===== src/hw/rtl/bitmap_slot_allocator_macros.svh =====
// Assertion macros shared by the bitmap slot allocator RTL.
`ifndef BITMAP_SLOT_ALLOCATOR_MACROS_SVH
`define BITMAP_SLOT_ALLOCATOR_MACROS_SVH

// The condition holds at every clock edge out of reset.
`define BSA_ASSERT_ALWAYS(label, cond) \
    label: assert property (@(posedge clk) disable iff (!rst_n) (cond)) \
        else $error("bitmap_slot_allocator: invariant violated");

// The consequent holds in the same cycle as the antecedent.
`define BSA_ASSERT_IMPLY(label, ante, cons) \
    label: assert property (@(posedge clk) disable iff (!rst_n) (ante) |-> (cons)) \
        else $error("bitmap_slot_allocator: implication violated");

// The consequent holds in the cycle after the antecedent.
`define BSA_ASSERT_NEXT(label, ante, cons) \
    label: assert property (@(posedge clk) disable iff (!rst_n) (ante) |=> (cons)) \
        else $error("bitmap_slot_allocator: next-cycle implication violated");

`endif


===== src/hw/rtl/bsa_pkg.sv =====
// Shared types, constants and bit functions of the bitmap slot allocator.
`default_nettype none

package bsa_pkg;

    localparam int WORD_BITS  = 64;
    localparam int BIT_IDX_W  = 6;
    localparam int FUNC_W     = 2;
    localparam int SLOT_W     = 10;
    localparam int OFFSET_W   = 26;
    localparam int COUNT_W    = 11;
    localparam int HEADROOM_W = 6;
    localparam int SIZE_W     = 16;
    localparam int CFG_IDX_W  = 2;
    localparam int CFG_DATA_W = 16;

    localparam logic [FUNC_W-1:0] FUNC_INIT  = 2'd0;
    localparam logic [FUNC_W-1:0] FUNC_ALLOC = 2'd1;
    localparam logic [FUNC_W-1:0] FUNC_FREE  = 2'd2;

    localparam logic [CFG_IDX_W-1:0] CFG_OBJECT_COUNT   = 2'd0;
    localparam logic [CFG_IDX_W-1:0] CFG_HEADROOM_SLOTS = 2'd1;
    localparam logic [CFG_IDX_W-1:0] CFG_OBJECT_SIZE    = 2'd2;

    localparam logic [COUNT_W-1:0]    OBJECT_COUNT_RST   = 11'd1024;
    localparam logic [HEADROOM_W-1:0] HEADROOM_SLOTS_RST = 6'd1;
    localparam logic [SIZE_W-1:0]     OBJECT_SIZE_RST    = 16'd64;

    typedef struct packed {
        logic start;
        logic start_init;
        logic start_alloc;
        logic rd_en;
        logic rd_free;
        logic step;
        logic rewind;
        logic wr_init;
        logic wr_free;
        logic wr_alloc;
        logic wr_retire;
        logic mul;
        logic set_ok;
        logic load_out;
    } bsa_cmd_t;

    typedef struct packed {
        logic free_in_span;
        logic full;
        logic match;
        logic last;
        logic out_free;
    } bsa_sts_t;

    function automatic logic [WORD_BITS-1:0] headroom_mask(input logic [HEADROOM_W-1:0] h);
        return (WORD_BITS'(1) << h) - WORD_BITS'(1);
    endfunction

    function automatic logic [WORD_BITS-1:0] padding_mask(input logic [BIT_IDX_W-1:0] pad);
        return ~({WORD_BITS{1'b1}} >> pad);
    endfunction

    function automatic logic [BIT_IDX_W-1:0] onehot_index(input logic [WORD_BITS-1:0] oh);
        logic [BIT_IDX_W-1:0] idx;
        idx = '0;
        for (int i = 0; i < WORD_BITS; i++)
        begin
            if (oh[i])
            begin
                idx = idx | BIT_IDX_W'(i);
            end
        end
        return idx;
    endfunction

endpackage

`default_nettype wire


===== src/hw/rtl/bitmap_slot_allocator.sv =====
// Top level of the bitmap slot allocator: controller, datapath and checks.
//
//  Channel  Direction  Handshake                 Word
//  in       input      in_valid / in_stall       func, slot_index
//  out      output     out_valid / out_stall     ok, slot, byte_offset
//  cfg      input      cfg_wr_en                 cfg_index, cfg_wdata
//
// Init writes every bitmap word of the span, alloc scans from the hint for a word that is
// not full, and free clears the slot's bit and then checks whether the span is empty.
// The bitmap memory has one write port and one registered read port, one word per cycle.
// Reset clears the bitmap through per-word valid bits, so no clearing pass is needed.
// A new word is accepted while the previous result waits in the output register.
`default_nettype none

`include "bitmap_slot_allocator_macros.svh"

module bitmap_slot_allocator
#(
    parameter int MAX_WORDS = 16
)
(
    input  logic                               clk,
    input  logic                               rst_n,
    input  logic                               cfg_wr_en,
    input  logic [bsa_pkg::CFG_IDX_W-1:0]      cfg_index,
    input  logic [bsa_pkg::CFG_DATA_W-1:0]     cfg_wdata,
    input  logic                               in_valid,
    output logic                               in_stall,
    input  logic [bsa_pkg::FUNC_W-1:0]         func,
    input  logic [bsa_pkg::SLOT_W-1:0]         slot_index,
    output logic                               out_valid,
    input  logic                               out_stall,
    output logic                               ok,
    output logic [bsa_pkg::SLOT_W-1:0]         slot,
    output logic [bsa_pkg::OFFSET_W-1:0]       byte_offset
);

    import bsa_pkg::*;

    bsa_cmd_t cmd;
    bsa_sts_t sts;

    bsa_ctrl u_ctrl
    (
        .clk      (clk),
        .rst_n    (rst_n),
        .in_valid (in_valid),
        .in_stall (in_stall),
        .func     (func),
        .sts      (sts),
        .cmd      (cmd)
    );

    bsa_dp
    #(
        .MAX_WORDS (MAX_WORDS)
    )
    u_dp
    (
        .clk         (clk),
        .rst_n       (rst_n),
        .cfg_wr_en   (cfg_wr_en),
        .cfg_index   (cfg_index),
        .cfg_wdata   (cfg_wdata),
        .slot_index  (slot_index),
        .cmd         (cmd),
        .sts         (sts),
        .out_valid   (out_valid),
        .out_stall   (out_stall),
        .ok          (ok),
        .slot        (slot),
        .byte_offset (byte_offset)
    );

    `BSA_ASSERT_NEXT(a_busy_after_accept, in_valid && !in_stall, in_stall)
    `BSA_ASSERT_IMPLY(a_fail_is_zero, out_valid && !ok, slot == '0 && byte_offset == '0)
    `BSA_ASSERT_ALWAYS(a_one_writer, $onehot0({cmd.wr_init, cmd.wr_free, cmd.wr_alloc, cmd.wr_retire}))
    `BSA_ASSERT_IMPLY(a_load_has_room, cmd.load_out, sts.out_free)

endmodule

`default_nettype wire


===== src/hw/rtl/bsa_ctrl.sv =====
// Controller state machine that sequences init, alloc and free over the bitmap words.
`default_nettype none

module bsa_ctrl
(
    input  logic                         clk,
    input  logic                         rst_n,
    input  logic                         in_valid,
    output logic                         in_stall,
    input  logic [bsa_pkg::FUNC_W-1:0]   func,
    input  bsa_pkg::bsa_sts_t            sts,
    output bsa_pkg::bsa_cmd_t            cmd
);

    import bsa_pkg::*;

    typedef enum logic [10:0] {
        S_IDLE      = 11'b000_0000_0001,
        S_INIT_WR   = 11'b000_0000_0010,
        S_ALLOC_RD  = 11'b000_0000_0100,
        S_ALLOC_CHK = 11'b000_0000_1000,
        S_MUL       = 11'b000_0001_0000,
        S_FREE_RD   = 11'b000_0010_0000,
        S_FREE_WR   = 11'b000_0100_0000,
        S_EMPTY_RD  = 11'b000_1000_0000,
        S_EMPTY_CHK = 11'b001_0000_0000,
        S_RETIRE    = 11'b010_0000_0000,
        S_FINISH    = 11'b100_0000_0000
    } state_t;

    state_t state_reg;
    state_t state_next;

    always_ff @(posedge clk or negedge rst_n)
    begin
        if (!rst_n)
        begin
            state_reg <= S_IDLE;
        end
        else
        begin
            state_reg <= state_next;
        end
    end

    always_comb
    begin
        state_next = state_reg;
        cmd        = '0;
        in_stall   = 1'b1;
        case (state_reg)
            S_IDLE:
            begin
                in_stall = 1'b0;
                if (in_valid)
                begin
                    cmd.start       = 1'b1;
                    cmd.start_init  = (func == FUNC_INIT);
                    cmd.start_alloc = (func == FUNC_ALLOC);
                    case (func)
                        FUNC_INIT:  state_next = S_INIT_WR;
                        FUNC_ALLOC: state_next = S_ALLOC_RD;
                        FUNC_FREE:  state_next = S_FREE_RD;
                        default:    state_next = S_FINISH;
                    endcase
                end
            end
            S_INIT_WR:
            begin
                cmd.wr_init = 1'b1;
                cmd.step    = 1'b1;
                if (sts.last)
                begin
                    state_next = S_FINISH;
                end
            end
            S_ALLOC_RD:
            begin
                cmd.rd_en  = 1'b1;
                state_next = S_ALLOC_CHK;
            end
            S_ALLOC_CHK:
            begin
                if (!sts.full)
                begin
                    cmd.wr_alloc = 1'b1;
                    state_next   = S_MUL;
                end
                else if (sts.last)
                begin
                    state_next = S_FINISH;
                end
                else
                begin
                    cmd.step  = 1'b1;
                    cmd.rd_en = 1'b1;
                end
            end
            S_MUL:
            begin
                cmd.mul    = 1'b1;
                cmd.set_ok = 1'b1;
                state_next = S_FINISH;
            end
            S_FREE_RD:
            begin
                if (sts.free_in_span)
                begin
                    cmd.rd_en   = 1'b1;
                    cmd.rd_free = 1'b1;
                    state_next  = S_FREE_WR;
                end
                else
                begin
                    state_next = S_FINISH;
                end
            end
            S_FREE_WR:
            begin
                cmd.wr_free = 1'b1;
                state_next  = S_EMPTY_RD;
            end
            S_EMPTY_RD:
            begin
                cmd.rd_en  = 1'b1;
                state_next = S_EMPTY_CHK;
            end
            S_EMPTY_CHK:
            begin
                if (!sts.match)
                begin
                    state_next = S_FINISH;
                end
                else if (sts.last)
                begin
                    cmd.rewind = 1'b1;
                    state_next = S_RETIRE;
                end
                else
                begin
                    cmd.step  = 1'b1;
                    cmd.rd_en = 1'b1;
                end
            end
            S_RETIRE:
            begin
                cmd.wr_retire = 1'b1;
                cmd.step      = 1'b1;
                if (sts.last)
                begin
                    cmd.set_ok = 1'b1;
                    state_next = S_FINISH;
                end
            end
            S_FINISH:
            begin
                if (sts.out_free)
                begin
                    cmd.load_out = 1'b1;
                    state_next   = S_IDLE;
                end
            end
            default:
            begin
                state_next = S_IDLE;
            end
        endcase
    end

endmodule

`default_nettype wire


===== src/hw/rtl/bsa_dp.sv =====
// Datapath: configuration registers, bitmap memory, scan pointer, multiplier and output word.
`default_nettype none

module bsa_dp
#(
    parameter int MAX_WORDS = 16
)
(
    input  logic                               clk,
    input  logic                               rst_n,
    input  logic                               cfg_wr_en,
    input  logic [bsa_pkg::CFG_IDX_W-1:0]      cfg_index,
    input  logic [bsa_pkg::CFG_DATA_W-1:0]     cfg_wdata,
    input  logic [bsa_pkg::SLOT_W-1:0]         slot_index,
    input  bsa_pkg::bsa_cmd_t                  cmd,
    output bsa_pkg::bsa_sts_t                  sts,
    output logic                               out_valid,
    input  logic                               out_stall,
    output logic                               ok,
    output logic [bsa_pkg::SLOT_W-1:0]         slot,
    output logic [bsa_pkg::OFFSET_W-1:0]       byte_offset
);

    import bsa_pkg::*;

    localparam int WIW         = (MAX_WORDS > 1) ? $clog2(MAX_WORDS) : 1;
    localparam int WCW         = $clog2(MAX_WORDS + 1);
    localparam int SLOT_FULL_W = WIW + BIT_IDX_W;
    localparam int PROD_W      = SLOT_FULL_W + SIZE_W;
    localparam int SPAN_W      = 16;
    localparam int CAP         = MAX_WORDS * WORD_BITS;

    logic [COUNT_W-1:0]     object_count_reg;
    logic [HEADROOM_W-1:0]  headroom_slots_reg;
    logic [SIZE_W-1:0]      object_size_reg;

    logic [WORD_BITS-1:0]   mem [MAX_WORDS];
    logic [MAX_WORDS-1:0]   valid_reg;
    logic [WORD_BITS-1:0]   rd_data_reg;
    logic                   rd_vld_reg;

    logic [WIW-1:0]         ptr_reg;
    logic [WCW-1:0]         cnt_reg;
    logic [WIW-1:0]         hint_reg;
    logic [SLOT_W-1:0]      idx_reg;
    logic [SLOT_FULL_W-1:0] slot_reg;
    logic [OFFSET_W-1:0]    off_reg;
    logic                   res_ok_reg;

    logic                   out_vld_reg;
    logic                   out_ok_reg;
    logic [SLOT_W-1:0]      out_slot_reg;
    logic [OFFSET_W-1:0]    out_off_reg;

    logic [SPAN_W-1:0]      ocount_ext;
    logic [SPAN_W-1:0]      span_count;
    logic [SPAN_W-1:0]      words_full;
    logic [WCW-1:0]         words;
    logic [WCW-1:0]         last_idx;
    logic [BIT_IDX_W-1:0]   pad;
    logic [WORD_BITS-1:0]   ptr_pat;
    logic                   ptr_is_last;
    logic [WIW-1:0]         ptr_nx;
    logic [WIW-1:0]         hint_adj;
    logic [WIW-1:0]         free_word;
    logic [WIW-1:0]         rd_addr;
    logic [WORD_BITS-1:0]   data;
    logic [WORD_BITS-1:0]   clear_oh;
    logic [BIT_IDX_W-1:0]   clear_bit;
    logic                   wr_en;
    logic [WIW-1:0]         wr_addr;
    logic [WORD_BITS-1:0]   wr_data;
    logic [PROD_W-1:0]      prod;

    // Span geometry from the live configuration.
    assign ocount_ext = SPAN_W'(object_count_reg);

    always_comb
    begin
        if (ocount_ext == '0)
        begin
            span_count = SPAN_W'(1);
        end
        else if (ocount_ext > SPAN_W'(CAP))
        begin
            span_count = SPAN_W'(CAP);
        end
        else
        begin
            span_count = ocount_ext;
        end
    end

    assign words_full = (span_count + SPAN_W'(WORD_BITS - 1)) >> BIT_IDX_W;
    assign words      = WCW'(words_full);
    assign last_idx   = words - WCW'(1);
    assign pad        = BIT_IDX_W'(0) - span_count[BIT_IDX_W-1:0];

    assign ptr_is_last = (WCW'(ptr_reg) == last_idx);
    assign ptr_nx      = ptr_is_last ? '0 : ptr_reg + WIW'(1);
    assign hint_adj    = (WCW'(hint_reg) >= words) ? '0 : hint_reg;
    assign free_word   = WIW'(idx_reg[SLOT_W-1:BIT_IDX_W]);

    assign ptr_pat = ((ptr_reg == '0) ? headroom_mask(headroom_slots_reg) : '0)
                   | (ptr_is_last ? padding_mask(pad) : '0);

    assign data      = rd_vld_reg ? rd_data_reg : '0;
    assign clear_oh  = ~data & (data + WORD_BITS'(1));
    assign clear_bit = onehot_index(clear_oh);

    assign rd_addr = cmd.rd_free ? free_word : (cmd.step ? ptr_nx : ptr_reg);

    always_comb
    begin
        wr_en   = 1'b0;
        wr_addr = ptr_reg;
        wr_data = ptr_pat;
        if (cmd.wr_init)
        begin
            wr_en = 1'b1;
        end
        if (cmd.wr_free)
        begin
            wr_en   = 1'b1;
            wr_addr = free_word;
            wr_data = data & ~(WORD_BITS'(1) << idx_reg[BIT_IDX_W-1:0]);
        end
        if (cmd.wr_alloc)
        begin
            wr_en   = 1'b1;
            wr_data = data | clear_oh;
        end
        if (cmd.wr_retire)
        begin
            wr_en   = 1'b1;
            wr_data = '1;
        end
    end

    assign prod = PROD_W'(slot_reg) * PROD_W'(object_size_reg);

    assign sts.free_in_span = (32'(idx_reg[SLOT_W-1:BIT_IDX_W]) < 32'(words));
    assign sts.full         = &data;
    assign sts.match        = (data == ptr_pat);
    assign sts.last         = (cnt_reg == last_idx);
    assign sts.out_free     = !out_vld_reg || !out_stall;

    // Bitmap memory, one write and one registered read per cycle.
    always_ff @(posedge clk)
    begin
        if (wr_en)
        begin
            mem[wr_addr] <= wr_data;
        end
        if (cmd.rd_en)
        begin
            rd_data_reg <= mem[rd_addr];
        end
    end

    always_ff @(posedge clk or negedge rst_n)
    begin
        if (!rst_n)
        begin
            object_count_reg   <= OBJECT_COUNT_RST;
            headroom_slots_reg <= HEADROOM_SLOTS_RST;
            object_size_reg    <= OBJECT_SIZE_RST;
            valid_reg          <= '0;
            rd_vld_reg         <= 1'b0;
            ptr_reg            <= '0;
            cnt_reg            <= '0;
            hint_reg           <= '0;
            out_vld_reg        <= 1'b0;
        end
        else
        begin
            if (cfg_wr_en)
            begin
                case (cfg_index)
                    CFG_OBJECT_COUNT:   object_count_reg   <= cfg_wdata[COUNT_W-1:0];
                    CFG_HEADROOM_SLOTS: headroom_slots_reg <= cfg_wdata[HEADROOM_W-1:0];
                    CFG_OBJECT_SIZE:    object_size_reg    <= cfg_wdata[SIZE_W-1:0];
                    default:            object_size_reg    <= object_size_reg;
                endcase
            end
            if (wr_en)
            begin
                valid_reg[wr_addr] <= 1'b1;
            end
            if (cmd.rd_en)
            begin
                rd_vld_reg <= valid_reg[rd_addr];
            end
            if (cmd.start)
            begin
                ptr_reg  <= cmd.start_alloc ? hint_adj : '0;
                cnt_reg  <= '0;
                hint_reg <= cmd.start_init ? '0 : hint_adj;
            end
            else if (cmd.rewind)
            begin
                ptr_reg <= '0;
                cnt_reg <= '0;
            end
            else if (cmd.step)
            begin
                ptr_reg <= ptr_nx;
                cnt_reg <= cnt_reg + WCW'(1);
            end
            if (cmd.wr_alloc)
            begin
                hint_reg <= ptr_reg;
            end
            if (cmd.load_out)
            begin
                out_vld_reg <= 1'b1;
            end
            else if (!out_stall)
            begin
                out_vld_reg <= 1'b0;
            end
        end
    end

    always_ff @(posedge clk)
    begin
        if (cmd.start)
        begin
            idx_reg    <= slot_index;
            slot_reg   <= '0;
            off_reg    <= '0;
            res_ok_reg <= 1'b0;
        end
        if (cmd.wr_alloc)
        begin
            slot_reg <= {ptr_reg, clear_bit};
        end
        if (cmd.mul)
        begin
            off_reg <= OFFSET_W'(prod);
        end
        if (cmd.set_ok)
        begin
            res_ok_reg <= 1'b1;
        end
        if (cmd.load_out)
        begin
            out_ok_reg   <= res_ok_reg;
            out_slot_reg <= SLOT_W'(slot_reg);
            out_off_reg  <= off_reg;
        end
    end

    assign out_valid   = out_vld_reg;
    assign ok          = out_ok_reg;
    assign slot        = out_slot_reg;
    assign byte_offset = out_off_reg;

endmodule

`default_nettype wire

===== config.mk =====
export PLATFORM = sky130hd
export DESIGN_NAME = bitmap_slot_allocator
export DESIGN_NICKNAME = d
export VERILOG_FILES = /design/src/hw/rtl/bsa_pkg.sv /design/src/hw/rtl/bitmap_slot_allocator.sv /design/src/hw/rtl/bsa_ctrl.sv /design/src/hw/rtl/bsa_dp.sv
export VERILOG_INCLUDE_DIRS = /design/src /design/src/hw/rtl
export SDC_FILE = /design/constraint.sdc
export NUM_CORES = 2
export LEC_CHECK = 0
export BUFFER_PORTS_ARGS = -buffer_cell sky130_fd_sc_hd__buf_2
export CAP_MARGIN = 40
export CORE_MARGIN = 1.5
export CORE_UTILIZATION = 65
export DETAILED_ROUTE_END_ITERATION = 12
export GPL_TIMING_DRIVEN = 0
export PLACE_DENSITY = 0.79
export SYNTH_ARGS = -nofsm -noshare
export SYNTH_HDL_FRONTEND = slang
export SYNTH_SLANG_ARGS = --single-unit

===== constraint.sdc =====
create_clock -name clk -period 21.5 [get_ports clk]
set_input_delay 4.3 -clock clk [delete_from_list [all_inputs] [get_ports clk]]
set_output_delay 4.3 -clock clk [all_outputs]
set_load 0.03 [all_outputs]

==> results of run 1 <==
[through the flow]
step                      instance area, um^2  instances
after floorplan                         62100       5142
after global placement                  64100       6480
after detailed placement                66000       6608
after CTS                               69800       6819
[per-layer routing]
metal | GRT overflow | GRT usage
met5 | 0 | 0.484
met4 | 2 | 0.732
met3 | 3 | 0.670
met2 | 1 | 0.912
met1 | 0 | 0.788
[cell usage after synthesis (110+ instances only)]
cell type,instances
a21oi_1,137
nor2_1,248
fa_1,110
edfxtp_1,1171
o21ai_0,183
and2_1,297
mux2i_1,148
inv_1,157
a31oi_1,168
nand2_1,725
clkbuf_1,252
a211oi_1,203
[logic make-up after synthesis]
family	count (synthesis)
buf+inv	510
mux	252
compound gates	1134
simple gates	1761
flops	1247
fa+ha+maj	186
xor+xnor	52
==> out/metrics.cfg, run 1 <==
[global_route]
grt_max_degree = 54
grt_overflow_total = 6
antenna_found_initial = 38
track_usage = 0.781

[synthesis]
ys_types = 104
synthCells = 5142
synthDominantCellAreaShare = 0.566
yosys.area_share.simple = 0.137
ys_seq_elements = 1247
syn_nets = 5362
yosysTopAreaCell = edfxtp_1
synth_xor_area_frac = 0.00733
synth_edf_count = 1171
seq_area_frac_synth = 0.596
syn_avg_cell_area_um2 = 12.1
ys.flop_type = edfxtp_1
ys_top_cells_by_area = edfxtp_1 (57%), nand2_1 (4.4%), fa_1 (3.5%)
synth_compound_area_frac = 0.132
synth.mux.area_fraction = 0.0430
yosysWarnings = 0
synth_top_family_by_area = simple AND/OR/NAND/NOR gates
netlist_area_um2 = 62100
ys_async_sr_fraction = 0.0601
synthAdderAreaFrac = 0.0507

[floorplan]
dieHeight_um = 312
num_rows = 113
die_w_um = 312
io_pins = 74
start_util = 0.655

[status]
outcome = aborted with a tool error
stop_error = [ERROR GRT-0232] Routing congestion too high. Check the congestion heatmap in the GUI.
stop_stage = 5_1_grt

[place]
post-place-ws_ps = 11720
dp_hpwl_um = 182000
portBuffers = 73
finalWeightedCongestion = 1.07

[clock_tree]
h-tree-depth = 3
ctsResizeCount = 0
cts_setup_buffers = 0
cts.sinks = 1247
cts_buffer_depth = 3
clockRootBuffer = clkbuf_16
cts_buffers = 114
cts_hold_buffers = 0

==> run 2: changes to the inputs <==
--- a/config.mk
+++ b/config.mk
@@ -9,10 +9,10 @@
 export BUFFER_PORTS_ARGS = -buffer_cell sky130_fd_sc_hd__buf_2
 export CAP_MARGIN = 40
 export CORE_MARGIN = 1.5
-export CORE_UTILIZATION = 65
+export CORE_UTILIZATION = 40
 export DETAILED_ROUTE_END_ITERATION = 12
 export GPL_TIMING_DRIVEN = 0
-export PLACE_DENSITY = 0.79
+export PLACE_DENSITY_LB_ADDON = 0.15
 export SYNTH_ARGS = -nofsm -noshare
 export SYNTH_HDL_FRONTEND = slang
 export SYNTH_SLANG_ARGS = --single-unit
==> run 2 against run 1 <==
The flow now finishes, with violations (design-rule violations). Area after synthesis did not move. Synthesized cell count did not move.
==> out/metrics.cfg, run 2 <==
[clock_tree]
h-tree-depth = 4  ; was 3
cts_buffer_depth = 3  ; unchanged
ctsResizeCount = 0  ; unchanged
cts.sinks = 1247  ; unchanged
clockRootBuffer = clkbuf_16  ; unchanged
clk_latency_ps = 810
cts_tree = done
clkTransAtPathRegs_ps = 60
cts_setup_buffers = 0  ; unchanged
cts_buffers = 137  ; was 114
cts_hold_buffers = 0  ; unchanged

[power]
p_per_area_nw_per_um2 = 149
switching_share = 0.418
p_switching_w = 0.00448
power_frac_clock = 0.218
p_seq_frac = 0.300
pwr-share-comb = 0.482
leakagePower_nw = 25.0
p_int_w = 0.00624
peakVddDrop_mv = 0.201

[floorplan]
io_pins = 74  ; unchanged
start_util = 0.403  ; was 0.655
core_um2 = 154000
num_rows = 144  ; was 113
dieHeight_um = 397  ; was 312 um
dieArea_um2 = 158000
die_w_um = 397  ; was 312 um

[min_path]
hp-class = flop to flop

[layout]
drive_gt1_frac = 0.130
final_util = 0.467
nNetsFinal = 5732
final_cell_mix = edfxtp_1 (1171), nand2_1 (725), and2_1 (297)
syn2layout_area_growth_pct = 15.8
largest_reg_flops = 1024
final_cells = 7666
final_common_cell = edfxtp_1

[synthesis]
synth_edf_count = 1171  ; unchanged
syn_avg_cell_area_um2 = 12.1  ; unchanged
ys.flop_type = edfxtp_1  ; unchanged
ys_seq_elements = 1247  ; unchanged
yosysWarnings = 0  ; unchanged
syn_nets = 5362  ; unchanged
synthDominantCellAreaShare = 0.566  ; unchanged
ys_types = 104  ; unchanged
yosysTopAreaCell = edfxtp_1  ; unchanged
ys_top_cells_by_area = edfxtp_1 (57%), nand2_1 (4.4%), fa_1 (3.5%)  ; unchanged
synth.most_common_cell = edfxtp_1  ; unchanged
ys_async_sr_fraction = 0.0601  ; unchanged
synthCells = 5142  ; unchanged
netlist_area_um2 = 62100  ; unchanged
seq_area_frac_synth = 0.596  ; unchanged
synth_common_cells = edfxtp_1 (1171), nand2_1 (725), and2_1 (297)  ; unchanged

[drt]
drt_iter0_drc = 4527
drt_wl_total_um = 244000
drtPass1Iterations = 12
wire_per_inst_um = 31.8
vias = 45656
via_per_inst = 5.96
ant_nets = 0
drc = 22

[sta]
hold_viol_final = 0
setup_tns_ps = 0
finalCritPeriodShare = 0.492
worst_pin_slew_ps = 1040
fin_skew_ps = 86.8
min_period_ps = 10570
relSlewSlack = 0.297
layout_setup_ws_ps = 10930
maxSlewViolCount = 0
rsz0062_at_grt = no
fmax_mhz = 94.6
setup_violations = 0

[place]
finalWeightedCongestion = 1.03  ; was 1.07
dp_hpwl_um = 190000  ; was 182000 um
placed_cells = 7415  ; was 6608
post-place-ws_ps = 11080  ; was 11720 ps
portBuffers = 73  ; unchanged

[worst_setup_path]
arrival_ps = 11210
reg2reg_slack_ps = 10930
endpoint_kind = flop
crit_path_start_kind = flop
crit_slowest_cell = nor4_1
crit_top_cell = clkbuf_1
cp_slowest_stage_delay_ps = 800
crit_path_max_fanout = 10
path_class = flop to flop
cp.required_ps = 22130

[global_route]
grt_overflow_total = 0
grt_pass1_vias = 45091
grt_max_degree = 53
track_usage = 0.306
antenna_found_initial = 9
grt_pass1_wl_um = 342000

[run]
maxCapViolations = 0

[status]
outcome = complete, but fails checks  ; was aborted with a tool error
violations = design-rule violations

## run 2: power by group through the flow
| stage | Sequential [W] | Clock [W] | Combinational, W |
|---|---|---|---|
| 6_report | 0.00322 | 0.00234 | 0.00516 |
| 5_1_grt | 0.00323 | 0.00247 | 0.00559 |
| 3_5_place_dp | 0.00327 | 0 | 0.00512 |
| 2_1_floorplan | 0.00323 | 0 | 0.00319 |
| 3_3_place_gp | 0.00330 | 0 | 0.00494 |
| 4_1_cts | 0.00322 | 0.00239 | 0.00516 |
## run 2: stage by stage
step                      hold WS, ps  total power, W  cell area, um^2
after CTS                         418          0.0108            72000
after floorplan                   400         0.00641            62100
after global routing              424          0.0113            72000
after global placement            405         0.00823            65100
after detailed placement          405         0.00839            67500
final                             416          0.0107            72000
## run 2: final timing paths
check	depth (start not counted)	to	from
min reg2reg	0	u_dp.byte_offset[2]	u_dp.off_reg[2]
max	26	u_dp.rd_data_reg[11]	u_dp.headroom_slots_reg[4]
min	0	u_dp.byte_offset[2]	u_dp.off_reg[2]
max in group asynchronous	2	u_ctrl.state_reg[0]	rst_n
max reg2reg	26	u_dp.rd_data_reg[11]	u_dp.headroom_slots_reg[4]
min in group asynchronous	1	u_dp.object_size_reg[14]	rst_n
## run 2: cells by family after synthesis
group | count (synthesis) | share of synthesized area
adders and majority gates | 186 | 0.0507
buffers and inverters | 510 | 0.0339
xor gates and xnor gates | 52 | 0.00733
muxes | 252 | 0.0430
and+or+nand+nor | 1761 | 0.137
AOI/OAI and AO/OA | 1134 | 0.132
DFF | 1247 | 0.596
## run 2: area by class of cell
class | instances | area, um^2
flip-flops and latches | 1247 | 37100
inverters | 160 | 603
well taps | 2044 | 2560
multi-input cells | 3385 | 23200
clock inverters | 73 | 941
fillers | 14034 | 82200
diodes | 2 | 5.00
plain buffers | 350 | 1510
repair buffers | 231 | 2570
clock buffers | 174 | 3580
## run 2: per-layer routing
metal  global-route usage  vias up  part of all wire
met5                    0        -           0.00021
met4                0.134        8             0.049
met3               0.0453      479             0.063
met2                0.489     1828              0.46
met1                0.415    23301              0.43
li1                     -    20040                 -
## run 2: critical path, delay by kind of cell (launching register included)
kind | cells | cell delay (ps)
buffers and inverters | 9 | 4220
adder cells (fa/ha/maj) | 1 | 300
flip-flops | 1 | 480
XOR/XNOR | 1 | 580
AND/OR/NAND/NOR | 7 | 2340
AO/OA/AOI/OAI | 8 | 2480
No activity file was read; power rests on OpenSTA's default activity.
